### src/fcp_pkg.sv
// Shared types, constants and the code unit classifier of the format code text parser.
package fcp_pkg;

   localparam logic [15:0] SECT_SIGN  = 16'h00A7;
   localparam logic [15:0] HASH_SIGN  = 16'h0023;
   localparam logic [15:0] EVENT_CHAR = 16'hFC00;

   localparam logic [7:0] SCHEME_COUNT_RESET = 8'd16;

   localparam logic KIND_LITERAL = 1'b0;
   localparam logic KIND_EVENT   = 1'b1;

   localparam logic [1:0] CM_NONE   = 2'd0;
   localparam logic [1:0] CM_DIRECT = 2'd1;
   localparam logic [1:0] CM_SCHEME = 2'd2;

   // Bit positions in the style flag word.
   localparam int FB_HAS    = 0;
   localparam int FB_BOLD   = 1;
   localparam int FB_STRIKE = 2;
   localparam int FB_UNDER  = 3;
   localparam int FB_RAND   = 4;

   localparam logic [15:0] PALETTE [16] = '{
      16'h0000, 16'h0015, 16'h0540, 16'h0555, 16'hA800, 16'hA815, 16'hFD40, 16'hAD55,
      16'h52AA, 16'h52BF, 16'h57EA, 16'h57FF, 16'hFAAA, 16'hFABF, 16'hFFEA, 16'hFFFF
   };

   typedef enum logic [2:0] {
      LT_OTHER, LT_X, LT_Y, LT_L, LT_M, LT_N, LT_K, LT_R
   } letter_type;

   typedef struct packed {
      logic [15:0] unit;
      logic        is_sect;
      logic        is_hash;
      logic        hex_ok;
      logic [3:0]  hex_val;
      letter_type  letter;
   } unit_type;

   typedef struct packed {
      unit_type cls;
      logic     fin;
   } item_type;

   typedef struct packed {
      logic        kind;
      logic [15:0] char_out;
      logic [4:0]  flags;
      logic [1:0]  color_mode;
      logic [15:0] color565;
      logic [6:0]  scheme_index;
      logic        text_end;
      logic        last;
   } result_type;

   typedef enum logic [1:0] {
      ST_IDLE, ST_RUN, ST_END
   } state_type;

   function automatic unit_type classify(input logic [15:0] u);
      unit_type c;
      logic [15:0] d;
      c.unit    = u;
      c.is_sect = (u == SECT_SIGN);
      c.is_hash = (u == HASH_SIGN);
      c.hex_ok  = 1'b0;
      c.hex_val = 4'd0;
      d         = 16'd0;
      if (u inside {[16'h0030:16'h0039]}) begin
         c.hex_ok  = 1'b1;
         c.hex_val = u[3:0];
      end else if (u inside {[16'h0061:16'h0066]}) begin
         d         = u - 16'h0057;
         c.hex_ok  = 1'b1;
         c.hex_val = d[3:0];
      end else if (u inside {[16'h0041:16'h0046]}) begin
         d         = u - 16'h0037;
         c.hex_ok  = 1'b1;
         c.hex_val = d[3:0];
      end
      case (u)
         16'h0078, 16'h0058: c.letter = LT_X;
         16'h0079, 16'h0059: c.letter = LT_Y;
         16'h006C, 16'h004C: c.letter = LT_L;
         16'h006D, 16'h004D: c.letter = LT_M;
         16'h006E, 16'h004E: c.letter = LT_N;
         16'h006B, 16'h004B: c.letter = LT_K;
         16'h0072, 16'h0052: c.letter = LT_R;
         default:            c.letter = LT_OTHER;
      endcase
      return c;
   endfunction

endpackage

### src/format_code_text_parser_core.sv
// Top level of the format code text parser: front queue, scan sequencer and result queue.
// Code units enter a two-beat queue and are classified on the way in. The sequencer takes
// one unit per pass: it loads the unit, then runs scan steps, each of which emits a result
// or applies a code, until a step finds nothing more to do, and then releases the final
// result. Results wait in a four-beat queue. When it fills, the sequencer stalls, the
// input queue fills up behind it, and full rises until the receiver pops again.
module format_code_text_parser_core #(
   parameter int LOOKAHEAD_DEPTH = 7
) (
   input  logic        clock,
   input  logic        reset,
   input  logic        push,
   output logic        full,
   input  logic [15:0] req_code_unit,
   input  logic        req_end_of_text,
   output logic        empty,
   input  logic        pop,
   output logic        rsp_kind,
   output logic [15:0] rsp_char_out,
   output logic        rsp_has_style,
   output logic        rsp_bold,
   output logic        rsp_strike,
   output logic        rsp_underline,
   output logic        rsp_random_glyph,
   output logic [1:0]  rsp_color_mode,
   output logic [15:0] rsp_color565,
   output logic [6:0]  rsp_scheme_index,
   output logic        rsp_text_end,
   output logic        rsp_last,
   input  logic        csr_wr_en,
   input  logic [7:0]  csr_wr_data
);
   localparam int ResW = $bits(fcp_pkg::result_type);

   logic [7:0]          scheme_count_ff;
   fcp_pkg::item_type   q_item;
   logic                q_empty, q_pop;
   logic                out_push, out_full;
   fcp_pkg::result_type out_data, head;
   logic [ResW-1:0]     head_bits;

   always_ff @(posedge clock) begin
      if (reset) scheme_count_ff <= fcp_pkg::SCHEME_COUNT_RESET;
      else if (csr_wr_en) scheme_count_ff <= csr_wr_data;
   end

   fcp_front u_front (
      .clock       (clock),
      .reset       (reset),
      .push        (push),
      .code_unit   (req_code_unit),
      .end_of_text (req_end_of_text),
      .full        (full),
      .q_pop       (q_pop),
      .q_item      (q_item),
      .q_empty     (q_empty)
   );

   fcp_back #(.LOOKAHEAD_DEPTH(LOOKAHEAD_DEPTH)) u_back (
      .clock        (clock),
      .reset        (reset),
      .scheme_count (scheme_count_ff),
      .q_item       (q_item),
      .q_empty      (q_empty),
      .q_pop        (q_pop),
      .out_push     (out_push),
      .out_data     (out_data),
      .out_full     (out_full)
   );

   fcp_fifo #(.WIDTH(ResW), .DEPTH(4)) u_results (
      .clock   (clock),
      .reset   (reset),
      .push_i  (out_push),
      .data_i  (out_data),
      .full_o  (out_full),
      .pop_i   (pop),
      .data_o  (head_bits),
      .empty_o (empty)
   );

   assign head             = fcp_pkg::result_type'(head_bits);
   assign rsp_kind         = head.kind;
   assign rsp_char_out     = head.char_out;
   assign rsp_has_style    = head.flags[fcp_pkg::FB_HAS];
   assign rsp_bold         = head.flags[fcp_pkg::FB_BOLD];
   assign rsp_strike       = head.flags[fcp_pkg::FB_STRIKE];
   assign rsp_underline    = head.flags[fcp_pkg::FB_UNDER];
   assign rsp_random_glyph = head.flags[fcp_pkg::FB_RAND];
   assign rsp_color_mode   = head.color_mode;
   assign rsp_color565     = head.color565;
   assign rsp_scheme_index = head.scheme_index;
   assign rsp_text_end     = head.text_end;
   assign rsp_last         = head.last;
endmodule

### src/fcp_fifo.sv
// Small register queue used between the parser stages and on the result side.
module fcp_fifo #(
   parameter int WIDTH = 8,
   parameter int DEPTH = 2
) (
   input  logic             clock,
   input  logic             reset,
   input  logic             push_i,
   input  logic [WIDTH-1:0] data_i,
   output logic             full_o,
   input  logic             pop_i,
   output logic [WIDTH-1:0] data_o,
   output logic             empty_o
);
   localparam int PW = (DEPTH > 1) ? $clog2(DEPTH) : 1;
   localparam int CW = $clog2(DEPTH + 1);

   logic [WIDTH-1:0] mem_ff [DEPTH];
   logic [PW-1:0]    wr_ff, wr_in, rd_ff, rd_in;
   logic [CW-1:0]    count_ff, count_in;
   logic             do_push, do_pop;

   assign full_o  = (count_ff == CW'(DEPTH));
   assign empty_o = (count_ff == '0);
   assign data_o  = mem_ff[rd_ff];
   assign do_push = push_i && !full_o;
   assign do_pop  = pop_i && !empty_o;

   always_comb begin
      wr_in    = do_push ? ((wr_ff == PW'(DEPTH - 1)) ? '0 : wr_ff + 1'b1) : wr_ff;
      rd_in    = do_pop ? ((rd_ff == PW'(DEPTH - 1)) ? '0 : rd_ff + 1'b1) : rd_ff;
      count_in = count_ff + CW'(do_push) - CW'(do_pop);
   end

   always_ff @(posedge clock) begin
      if (reset) begin
         wr_ff    <= '0;
         rd_ff    <= '0;
         count_ff <= '0;
      end else begin
         wr_ff    <= wr_in;
         rd_ff    <= rd_in;
         count_ff <= count_in;
      end
   end

   always_ff @(posedge clock) begin
      if (do_push) begin
         mem_ff[wr_ff] <= data_i;
      end
   end
endmodule

### src/fcp_front.sv
// Front stage: accepts code units, classifies them and queues them for the sequencer.
module fcp_front (
   input  logic               clock,
   input  logic               reset,
   input  logic               push,
   input  logic [15:0]        code_unit,
   input  logic               end_of_text,
   output logic               full,
   input  logic               q_pop,
   output fcp_pkg::item_type  q_item,
   output logic               q_empty
);
   localparam int ItemW = $bits(fcp_pkg::item_type);

   fcp_pkg::item_type item_in;
   logic [ItemW-1:0]  head;

   always_comb begin
      item_in.cls = fcp_pkg::classify(code_unit);
      item_in.fin = end_of_text;
   end

   fcp_fifo #(.WIDTH(ItemW), .DEPTH(2)) u_queue (
      .clock   (clock),
      .reset   (reset),
      .push_i  (push),
      .data_i  (item_in),
      .full_o  (full),
      .pop_i   (q_pop),
      .data_o  (head),
      .empty_o (q_empty)
   );

   assign q_item = fcp_pkg::item_type'(head);
endmodule

### src/fcp_back.sv
// Back stage: lookahead buffer, style state and the scan sequencer that emits results.
module fcp_back #(
   parameter int LOOKAHEAD_DEPTH = 7
) (
   input  logic                clock,
   input  logic                reset,
   input  logic [7:0]          scheme_count,
   input  fcp_pkg::item_type   q_item,
   input  logic                q_empty,
   output logic                q_pop,
   output logic                out_push,
   output fcp_pkg::result_type out_data,
   input  logic                out_full
);
   localparam int D  = LOOKAHEAD_DEPTH;
   localparam int IW = $clog2(D);
   localparam int CW = $clog2(D + 1);

   typedef enum logic [2:0] {TP_HASH, TP_X, TP_Y, TP_PAL, TP_FLAG, TP_SHORT, TP_FAIL} path_type;
   typedef enum logic [1:0] {TR_NEED, TR_OK, TR_FAIL} try_type;

   fcp_pkg::state_type state_ff, state_in;
   fcp_pkg::unit_type  buf_ff [D];
   fcp_pkg::unit_type  buf_in [D];
   logic [CW-1:0]      cnt_ff, cnt_in;
   logic [4:0]         flags_ff, flags_in;
   logic [1:0]         mode_ff, mode_in;
   logic [15:0]        col_ff, col_in;
   logic [6:0]         sch_ff, sch_in;
   logic               merge_ff, merge_in;
   logic               fin_ff;
   fcp_pkg::result_type hold_ff, rec;
   logic               hold_v_ff;

   // Code recognition at buffer head.
   path_type    path;
   try_type     tr;
   logic [2:0]  tr_n;
   logic        tr_clr;
   logic [4:0]  t_flags;
   logic [1:0]  t_mode;
   logic [15:0] t_col;
   logic [6:0]  t_sch;
   logic [2:0]  lo, hi;
   logic        dec, found;
   logic [6:0]  yval;

   logic        special, emit, done, load, adv, stall;
   logic        ekind;
   logic [15:0] echar;
   logic [2:0]  cons;
   int          j;

   fcp_pkg::unit_type s0, s1;
   assign s0 = buf_ff[0];
   assign s1 = buf_ff[1];
   assign special = s0.is_sect || s0.is_hash;

   always_comb begin
      if (s0.is_hash) path = TP_HASH;
      else if (cnt_ff < CW'(2)) path = TP_SHORT;
      else if (s1.letter == fcp_pkg::LT_X) path = TP_X;
      else if (s1.hex_ok) path = TP_PAL;
      else if (s1.letter == fcp_pkg::LT_Y) path = TP_Y;
      else if (s1.letter inside {fcp_pkg::LT_L, fcp_pkg::LT_M, fcp_pkg::LT_N,
                                 fcp_pkg::LT_K, fcp_pkg::LT_R}) path = TP_FLAG;
      else path = TP_FAIL;

      case (path)
         TP_HASH: begin lo = 3'd1; hi = 3'd6; dec = 1'b0; end
         TP_X:    begin lo = 3'd2; hi = 3'd5; dec = 1'b0; end
         TP_Y:    begin lo = 3'd2; hi = 3'd3; dec = 1'b1; end
         default: begin lo = 3'd7; hi = 3'd0; dec = 1'b0; end
      endcase

      // The code fails at the first digit position that is wrong, or missing at end of text.
      found = 1'b0;
      tr    = TR_OK;
      for (int i = 1; i <= 6; i++) begin
         if (!found && 3'(i) >= lo && 3'(i) <= hi) begin
            if (CW'(i) >= cnt_ff) begin
               found = 1'b1;
               tr    = fin_ff ? TR_FAIL : TR_NEED;
            end else if (!buf_ff[i].hex_ok || (dec && buf_ff[i].hex_val > 4'd9)) begin
               found = 1'b1;
               tr    = TR_FAIL;
            end
         end
      end
      if (path == TP_SHORT) tr = fin_ff ? TR_FAIL : TR_NEED;
      if (path == TP_FAIL) tr = TR_FAIL;

      yval = {buf_ff[2].hex_val, 3'b000} + {2'b00, buf_ff[2].hex_val, 1'b0}
           + {3'b000, buf_ff[3].hex_val};

      t_flags = flags_ff;
      t_mode  = fcp_pkg::CM_DIRECT;
      t_col   = 16'd0;
      t_sch   = 7'd0;
      tr_clr  = 1'b0;
      tr_n    = 3'd2;
      if (path != TP_FLAG) begin
         t_flags[fcp_pkg::FB_BOLD]   = 1'b0;
         t_flags[fcp_pkg::FB_STRIKE] = 1'b0;
         t_flags[fcp_pkg::FB_UNDER]  = 1'b0;
      end
      case (path)
         TP_HASH: begin
            tr_n  = 3'd7;
            t_col = {buf_ff[1].hex_val, buf_ff[2].hex_val[3], buf_ff[3].hex_val,
                     buf_ff[4].hex_val[3:2], buf_ff[5].hex_val, buf_ff[6].hex_val[3]};
         end
         TP_X: begin
            tr_n  = 3'd6;
            t_col = {buf_ff[2].hex_val, buf_ff[3].hex_val, buf_ff[4].hex_val,
                     buf_ff[5].hex_val};
         end
         TP_PAL: t_col = fcp_pkg::PALETTE[s1.hex_val];
         TP_Y: begin
            tr_n = 3'd4;
            if ({1'b0, yval} < scheme_count) begin
               t_mode = fcp_pkg::CM_SCHEME;
               t_sch  = yval;
            end
         end
         TP_FLAG: begin
            t_mode = mode_ff;
            t_col  = col_ff;
            t_sch  = sch_ff;
            case (s1.letter)
               fcp_pkg::LT_L: t_flags = flags_ff | 5'b00011;
               fcp_pkg::LT_M: t_flags = flags_ff | 5'b00101;
               fcp_pkg::LT_N: t_flags = flags_ff | 5'b01001;
               fcp_pkg::LT_K: t_flags = flags_ff | 5'b10001;
               default: begin
                  t_flags = 5'd0;
                  t_mode  = fcp_pkg::CM_NONE;
                  t_col   = 16'd0;
                  t_sch   = 7'd0;
                  tr_clr  = 1'b1;
               end
            endcase
         end
         default: ;
      endcase
   end

   // One scan step of the sequencer.
   always_comb begin
      flags_in = flags_ff;
      mode_in  = mode_ff;
      col_in   = col_ff;
      sch_in   = sch_ff;
      merge_in = merge_ff;
      emit     = 1'b0;
      ekind    = fcp_pkg::KIND_EVENT;
      echar    = fcp_pkg::EVENT_CHAR;
      done     = 1'b0;
      cons     = 3'd0;
      if (!merge_ff) begin
         if (cnt_ff == '0) begin
            done = 1'b1;
         end else if (!special) begin
            emit = 1'b1; ekind = fcp_pkg::KIND_LITERAL; echar = s0.unit; cons = 3'd1;
         end else if (cnt_ff < CW'(2) && !fin_ff) begin
            done = 1'b1;
         end else if (cnt_ff >= CW'(2) && s1.unit == s0.unit) begin
            emit = 1'b1; ekind = fcp_pkg::KIND_LITERAL; echar = s0.unit; cons = 3'd2;
         end else begin
            case (tr)
               TR_NEED: done = 1'b1;
               TR_FAIL: begin
                  emit = 1'b1; ekind = fcp_pkg::KIND_LITERAL; echar = s0.unit; cons = 3'd1;
               end
               default: begin
                  flags_in = t_flags; mode_in = t_mode; col_in = t_col; sch_in = t_sch;
                  cons = tr_n;
                  if (tr_clr) emit = 1'b1;
                  else merge_in = 1'b1;
               end
            endcase
         end
      end else begin
         if (cnt_ff == '0) begin
            if (!fin_ff) done = 1'b1;
            else begin emit = 1'b1; merge_in = 1'b0; end
         end else if (!special) begin
            emit = 1'b1; merge_in = 1'b0;
         end else begin
            case (tr)
               TR_NEED: done = 1'b1;
               TR_FAIL: begin emit = 1'b1; merge_in = 1'b0; end
               default: begin
                  flags_in = t_flags; mode_in = t_mode; col_in = t_col; sch_in = t_sch;
                  cons = tr_n;
                  if (tr_clr) begin emit = 1'b1; merge_in = 1'b0; end
               end
            endcase
         end
      end

      for (int i = 0; i < D; i++) begin
         j = i + int'(cons);
         buf_in[i] = (j < D) ? buf_ff[IW'(j)] : buf_ff[i];
      end
      cnt_in = cnt_ff - CW'(cons);

      // End of text: everything clears and a closing event shows the cleared style.
      if (done && fin_ff) begin
         cnt_in   = '0;
         flags_in = 5'd0;
         mode_in  = fcp_pkg::CM_NONE;
         col_in   = 16'd0;
         sch_in   = 7'd0;
         merge_in = 1'b0;
         emit     = 1'b1;
         ekind    = fcp_pkg::KIND_EVENT;
         echar    = fcp_pkg::EVENT_CHAR;
      end

      rec.kind         = ekind;
      rec.char_out     = echar;
      rec.flags        = flags_in;
      rec.color_mode   = mode_in;
      rec.color565     = (mode_in == fcp_pkg::CM_DIRECT) ? col_in : 16'd0;
      rec.scheme_index = (mode_in == fcp_pkg::CM_SCHEME) ? sch_in : 7'd0;
      rec.text_end     = fin_ff;
      rec.last         = 1'b0;
   end

   always_comb begin
      state_in = state_ff;
      case (state_ff)
         fcp_pkg::ST_IDLE: if (!q_empty) state_in = fcp_pkg::ST_RUN;
         fcp_pkg::ST_RUN:  if (adv && done) state_in = fcp_pkg::ST_END;
         fcp_pkg::ST_END:  if (!hold_v_ff || !out_full) state_in = fcp_pkg::ST_IDLE;
         default:          state_in = fcp_pkg::ST_IDLE;
      endcase
   end

   // The newest result is held back until the next one shows whether it was the last.
   always_comb begin
      load     = (state_ff == fcp_pkg::ST_IDLE) && !q_empty;
      q_pop    = load;
      stall    = emit && hold_v_ff && out_full;
      adv      = (state_ff == fcp_pkg::ST_RUN) && !stall;
      out_data = hold_ff;
      out_data.last = (state_ff == fcp_pkg::ST_END);
      case (state_ff)
         fcp_pkg::ST_RUN: out_push = adv && emit && hold_v_ff;
         fcp_pkg::ST_END: out_push = hold_v_ff && !out_full;
         default:         out_push = 1'b0;
      endcase
   end

   always_ff @(posedge clock) begin
      if (reset) begin
         state_ff  <= fcp_pkg::ST_IDLE;
         cnt_ff    <= '0;
         flags_ff  <= 5'd0;
         mode_ff   <= fcp_pkg::CM_NONE;
         col_ff    <= 16'd0;
         sch_ff    <= 7'd0;
         merge_ff  <= 1'b0;
         hold_v_ff <= 1'b0;
         fin_ff    <= 1'b0;
      end else begin
         state_ff <= state_in;
         if (load) begin
            fin_ff <= q_item.fin;
            if (cnt_ff < CW'(D)) cnt_ff <= cnt_ff + 1'b1;
         end
         if (adv) begin
            cnt_ff   <= cnt_in;
            flags_ff <= flags_in;
            mode_ff  <= mode_in;
            col_ff   <= col_in;
            sch_ff   <= sch_in;
            merge_ff <= merge_in;
            if (emit) hold_v_ff <= 1'b1;
         end
         if (state_ff == fcp_pkg::ST_END && out_push) hold_v_ff <= 1'b0;
      end
   end

   always_ff @(posedge clock) begin
      if (load && cnt_ff < CW'(D)) buf_ff[cnt_ff[IW-1:0]] <= q_item.cls;
      if (adv) buf_ff <= buf_in;
      if (adv && emit) hold_ff <= rec;
   end
endmodule

### config.mk
export PLATFORM = sky130hd
export DESIGN_NAME = format_code_text_parser_core
export DESIGN_NICKNAME = d
export VERILOG_FILES = /design/src/fcp_pkg.sv /design/src/format_code_text_parser_core.sv /design/src/fcp_fifo.sv /design/src/fcp_front.sv /design/src/fcp_back.sv
export SDC_FILE = /design/constraint.sdc
export NUM_CORES = 1
export LEC_CHECK = 0
export BUFFER_PORTS_ARGS = -buffer_cell sky130_fd_sc_hd__buf_2
export CAP_MARGIN = 15
export CORE_MARGIN = 5
export CORE_UTILIZATION = 40
export DETAILED_ROUTE_END_ITERATION = 7
export GPL_TIMING_DRIVEN = 1
export HOLD_SLACK_MARGIN = 0.08
export PLACE_DENSITY = 0.62
export SYNTH_ARGS = -nofsm -noshare
export SYNTH_HDL_FRONTEND = slang
export SYNTH_SLANG_ARGS = --single-unit
### constraint.sdc
create_clock -name clock -period 14.6 [get_ports clock]
set_input_delay 2.92 -clock clock [delete_from_list [all_inputs] [get_ports clock]]
set_output_delay 2.92 -clock clock [all_outputs]
set_load 0.005 [all_outputs]
==> results of run 1 <==
## cell families after synthesis
family	after synthesis	share of synthesized area
adders and majority gates	52	0.02197
and+or+nand+nor	608	0.09273
AOI/OAI and AO/OA	605	0.1289
muxes	526	0.2011
DFF	540	0.5040
buffers and inverters	314	0.04281
xor gates and xnor gates	29	0.008441
## power by group
group | total (mW) | switching, mW | internal [mW]
Clock | 1.58 | 0.652 | 0.924
Combinational | 3.60 | 2.26 | 1.33
Sequential | 2.77 | 0.482 | 2.29
Total | 7.94 | 3.40 | 4.55
## cell type report
class                      count  area, µm²  area share
sequential                   540      15620      0.4559
multi-input combinational   1820      14170      0.4137
clock buffer                  69       1545     0.04510
tap                         1040       1301     0.03798
timing repair buffer         125      763.2     0.02228
clock inverter                39      521.8     0.01523
inverter                      88      335.3    0.009787
## state kept, by name (all words and copies together), names as in the netlist, 3 cells and up, named ones only
name and cells:
u_back.sch_ff 7, u_back.out_data 48, u_results.mem_ff 196, u_results.count_ff 3, u_front.u_queue.mem_ff 54, u_back.flags_ff 5
u_back.cnt_ff 3, u_back.buf_ff 182, u_back.col_ff 16, scheme_count_ff 8
## how the worst max path moves through the flow
stage | start | end | slack, ps | cells after the start
global placement | u_back.cnt_ff[0] | u_back.buf_ff[49] | 6830 | 21
floorplan | u_back.cnt_ff[0] | u_back.buf_ff[26] | 7570 | 27
finish | u_back.cnt_ff[0] | u_back.buf_ff[42] | 6550 | 21
CTS | u_back.cnt_ff[0] | u_back.buf_ff[42] | 6610 | 21
detailed placement | u_back.cnt_ff[0] | u_back.buf_ff[42] | 6620 | 21
global route | u_back.cnt_ff[0] | u_back.buf_ff[42] | 6130 | 21
## placed cells by master (no fill, tap or decap), types with 58 or more instances in the layout
cell type | netlist | layout
a21oi_1 | 91 | 91
buf_2 | 65 | 80
nand3_1 | 181 | 181
inv_1 | 82 | 82
nand2_1 | 180 | 180
edfxtp_1 | 480 | 480
nor2_1 | 102 | 98
clkbuf_16 | 0 | 60
mux2i_1 | 420 | 420
dfxtp_1 | 60 | 58
o21ai_1 | 132 | 130
o21ai_0 | 84 | 83
mux4_2 | 74 | 74
a31oi_1 | 65 | 65
## metal layers
| layer | up-vias | global-route usage |
|---|---|---|
| li1 | 10214 | - |
| met1 | 11232 | 0.2810 |
| met2 | 967 | 0.3315 |
| met3 | 154 | 0.03788 |
| met4 | 0 | 0.06319 |
| met5 | - | 0 |
## per-stage QoR
step           power [mW]  worst slack, ps  hold slack (ps)  instances  utilization
3_5_place_dp        6.330             6622            443.3       3613       0.4177
4_1_cts             7.926             6609            452.4       3721       0.4445
6_report            7.945             6547            452.4       3721       0.4445
3_3_place_gp        6.201             6828            438.6       3613       0.4177
2_1_floorplan       5.221             7569            432.2       2674            -
5_1_grt             8.394             6127            470.1       3721       0.4445
## worst max-delay path, cell delays in order, from the launching register on
cell      delay [ps]
dfxtp_1          670
inv_1            270
ha_1             340
a211o_1          410
nand2_1          210
nor3_1            90
a31oi_1          350
ha_1             350
or2_2            230
o21bai_1         170
a21boi_1         370
o21ai_1          180
o21ai_2          400
a21oi_4          120
inv_6            580
ha_1             270
inv_1             50
ha_2            1090
inv_1            160
a221o_1          370
o21ai_2          650
buf_4            380
==> run metrics, run 1 <==
Layout Area Growth over Synthesis 10.59%; number of port buffers 80; worst min-delay path endpoint u_back.col_ff[2]; Core ar. 0.07708 mm²; Slew Limit Fails 0; Final GP Congestion 0.9128; Post-synth EDFFs 480; count of final hold-check violations 0; fill count 7082; CTS H-tree lvls 2; YS warnings 0; RSZ-0062 raised after global routing false; CTS tree yes; CP Data Required Time 14930 ps; status finished clean; Critical Setup Path Class flip-flop to flip-flop; distinct cell type count after synthesis 88; critical path capture point type flip-flop; die extent in x 288.3 µm; Root Driver clkbuf_16; DR WL met2 40780 µm; Worst Tran Pin Value 1146 ps; top cells by count, synth edfxtp_1, mux2i_1, nand3_1; top-area cell type share of the netlist area 0.4653; post-cts sizing count 0; Syn Nets 2756; reg2reg start u_back.cnt_ff[0]; Pre-Repair DR Iteration Count 6; Post-Syn Area 0.03098 mm²; vias in the first global route 22.11k; die height 288.3 µm; r2r endpoint u_back.buf_ff[42]; VDD IR max 0.1695 mV; top-count cell post-synth edfxtp_1; final cycle utilization of the critical path 0.5516; register area share after synthesis 0.5040; Tot GR Track Use 0.2046; startpoint types flip-flop; met1 wire length 36750 µm; Clock Sinks 540; MaxCap Viol Count 0; Tmin final 8053 ps; hold depth 2; post-synthesis cell count 2674; R2R setup slack 6550 ps; Mapped Avg Cell Area 11.59 µm²; DR WL/cell 23.48 µm; Worst Hold Class flip-flop to flip-flop; Vias 22.57k; die area 0.08311 mm²; initial cell density of the core 0.4019; peak fanout along the critical path 71; post-route cell area 0.03426 mm²; layout cell share with drive strength beyond 1 0.1485; Post-DP HPWL 53960 µm; DRC 0; Clock Tree Buf Depth 3; Synth async-reset ratio 0; FMAX 124.2 MHz; dpl cell area 0.03219 mm²; Worst slew margin 0.2358; CTS clock-pin slew for the worst setup and hold paths 60 ps; hold_sp u_back.col_ff[2]; std cell rows 102; Yosys top cell by area edfxtp_1; antenna viol nets, final 0; DRT Wirelength 87380 µm; largest net degree at the start of global routing 194; hold buffer count at cts 0; Post-CTS Setup Bufs 0; final setup fails 0; via density per instance 6.065; worst r2r path cells 21; I/O pin total 81; clk_lat worst skew 650 ps; Pwr Density 231.9 mW/mm²; grt ovf 0; prevailing post-synth register cell edfxtp_1; Pleak 13.25 nW; worst clock skew 50.93 ps; initial antenna violation count 0; Arr. time, crit path 8380 ps; Diodes inserted 0; cts bufs inserted 58; first-pass GRT wire length 133700 µm; metal3 WL 7154 µm; Synth Register Bits 540; TNS Setup 0 ps; highest metal used met4; DRT iter0 DRCs 2436; top post-synthesis cells by area edfxtp_1, mux2i_1, mux4_2; Final nets 2715
(Power assumes the default switching activity.)
==> run 2, diff against run 1 <==
==> constraint.sdc (replaced) <==
create_clock -name clock -period 8.2 [get_ports clock]
set_input_delay 1.64 -clock clock [delete_from_list [all_inputs] [get_ports clock]]
set_output_delay 1.64 -clock clock [all_outputs]
set_load 0.005 [all_outputs]
==> run 2 against run 1 <==
  * Worst hold slack gained 2.5 ps
  * Sequential power grew 78%
  * Critical path depth grew 1
  * Critical endpoint is now u_back.buf_ff[44]
  * Largest power group unchanged
  * Highest routed layer unchanged
==> run metrics, run 2 (synthesized netlist as in run 1, its figures left out) <==
vias in the first global route 22.43k (+1.4%); Largest regs u_results.mem_ff (196), u_back.buf_ff (182), u_front.u_queue.mem_ff (54); Post-DP HPWL 54070 µm (+0.21%); most common cell after layout, fill and taps aside edfxtp_1; worst clock skew 31.82 ps (-19.11 ps); placed insts 3617 (+0.11%); Vias 22.76k (+0.86%); Pre-Repair DR Iteration Count 6 (unchanged); Clock Sinks 540 (unchanged); hold buffer count at cts 0 (unchanged); Final GP Congestion 0.8925 (-2.2%); CTS H-tree lvls 2 (unchanged); hold_sp u_back.col_ff[4]; worst r2r path cells 22 (+4.8%); Worst Hold Class flip-flop to flip-flop; die area 0.08311 mm² (unchanged); via density per instance 6.099 (+0.56%); VDD IR max 0.5322 mV (+210%); DRT iter0 DRCs 2271 (-6.8%); Post-Layout Cell Count 3732 (+0.30%); Slew Limit Fails 0 (unchanged); R2R setup slack 1180 ps (-5370 ps); Worst Tran Pin Value 1208 ps (+62.05 ps); initial antenna violation count 1 (+1); Arr. time, crit path 7320 ps (-1060 ps); cts bufs inserted 59 (+1.7%); Root Driver clkbuf_16; reg2reg start u_back.cnt_ff[0]; antenna viol nets, final 0 (unchanged); hold depth 2 (unchanged); CTS tree yes; die extent in x 288.3 µm (unchanged); first-pass GRT wire length 135000 µm (+0.99%); final setup fails 0 (unchanged); initial cell density of the core 0.4019 (unchanged); layout cell share with drive strength beyond 1 0.1484 (about the same); Tmin final 7025 ps (-1028 ps); I/O pin total 81 (unchanged); final cycle utilization of the critical path 0.8567 (+0.3051); Pwr Density 412.0 mW/mm² (+78%); most frequent cells in the layout edfxtp_1, mux2i_1, nand3_1, nand2_1, o21ai_1; TNS Setup 0 ps (unchanged); post-layout util 0.4447 (about the same); Post-CTS Setup Bufs 0 (unchanged); Pleak 13.26 nW (about the same); Clock Tree Buf Depth 3 (unchanged); number of port buffers 80 (unchanged); overall power 14.12 mW (+78%); FMAX 142.4 MHz (+15%); die height 288.3 µm (unchanged); Largest register FFs 196 (unchanged); peak fanout along the critical path 59 (-17%); MaxCap Viol Count 0 (unchanged); Core ar. 0.07708 mm² (unchanged); count of final hold-check violations 0 (unchanged); critical path capture point type flip-flop; Final nets 2720 (+0.18%); WHS 454.9 ps (+2.524 ps); DRT Wirelength 88290 µm (+1.0%); grt ovf 0 (unchanged); Tot GR Track Use 0.2065 (+0.001879); Layout Area Growth over Synthesis 10.64% (about the same); CP Data Required Time 8500 ps (-6430 ps); Worst slew margin 0.1927 (-0.04311); post-cts sizing count 0 (unchanged); DR WL/cell 23.66 µm (+0.74%); status finished clean; Critical Setup Path Class flip-flop to flip-flop; std cell rows 102 (unchanged); startpoint types flip-flop; largest net degree at the start of global routing 266 (+37%); Setup crit start u_back.cnt_ff[0]; largest reg by FF count u_results.mem_ff; DRC 0 (unchanged); clk_lat worst skew 640 ps (about the same); CTS clock-pin slew for the worst setup and hold paths 60 ps (about the same); RSZ-0062 raised after global routing false
==> run 2: area by class of cell <==
cell class              count  area [µm²]
diodes                      3       7.507
clock buffers              75        1567
clock inverters            37       457.9
fillers                  7026       42810
inverters                  88       335.3
multi-input cells        1820       14190
flip-flops and latches    540       15620
well taps                1040        1301
repair buffers            129       793.3
==> run 2: where the power goes <==
part	switching [mW]	internal, mW	total, mW
logic	4.03	2.38	6.41
registers	0.848	4.08	4.92
clock network	1.14	1.64	2.78
==> run 2: stage by stage <==
step | cell area [µm²] | worst slack (ps)
2_1_floorplan | 30980 | 1169
3_3_place_gp | 32240 | 1423
3_5_place_dp | 32240 | 1323
4_1_cts | 34270 | 1259
5_1_grt | 34270 | 769.8
6_report | 34280 | 1175
==> run 2: worst max-delay path: stages, from the launching register on <==
cell,delay [ps]
dfxtp_1,650
inv_1,260
ha_1,330
a211o_1,380
nand2_1,190
nor3_1,90
a31oi_1,300
ha_1,330
or2_2,220
o21bai_1,160
a21boi_1,410
o21ai_1,180
o21ai_2,380
a21oi_4,110
inv_6,480
ha_1,260
inv_1,50
ha_2,320
buf_4,580
inv_1,140
a221o_1,360
o21ai_2,140
buf_4,300
==> run 2: metal layers <==
metal | vias to the layer above | wire (µm) | global-route usage
met2 | 1040 | 42040 | 0.3449
met4 | 0 | 2634 | 0.06561
li1 | 10259 | - | -
met5 | - | 0 | 0
met3 | 201 | 6776 | 0.03110
met1 | 11261 | 36840 | 0.2785
==> run 2: path summary, 6_finish.rpt <==
path | to
worst max-delay path | u_back.buf_ff[44]
worst min register to register | u_back.col_ff[4]
worst max register to register | u_back.buf_ff[44]
worst min-delay path | u_back.col_ff[4]
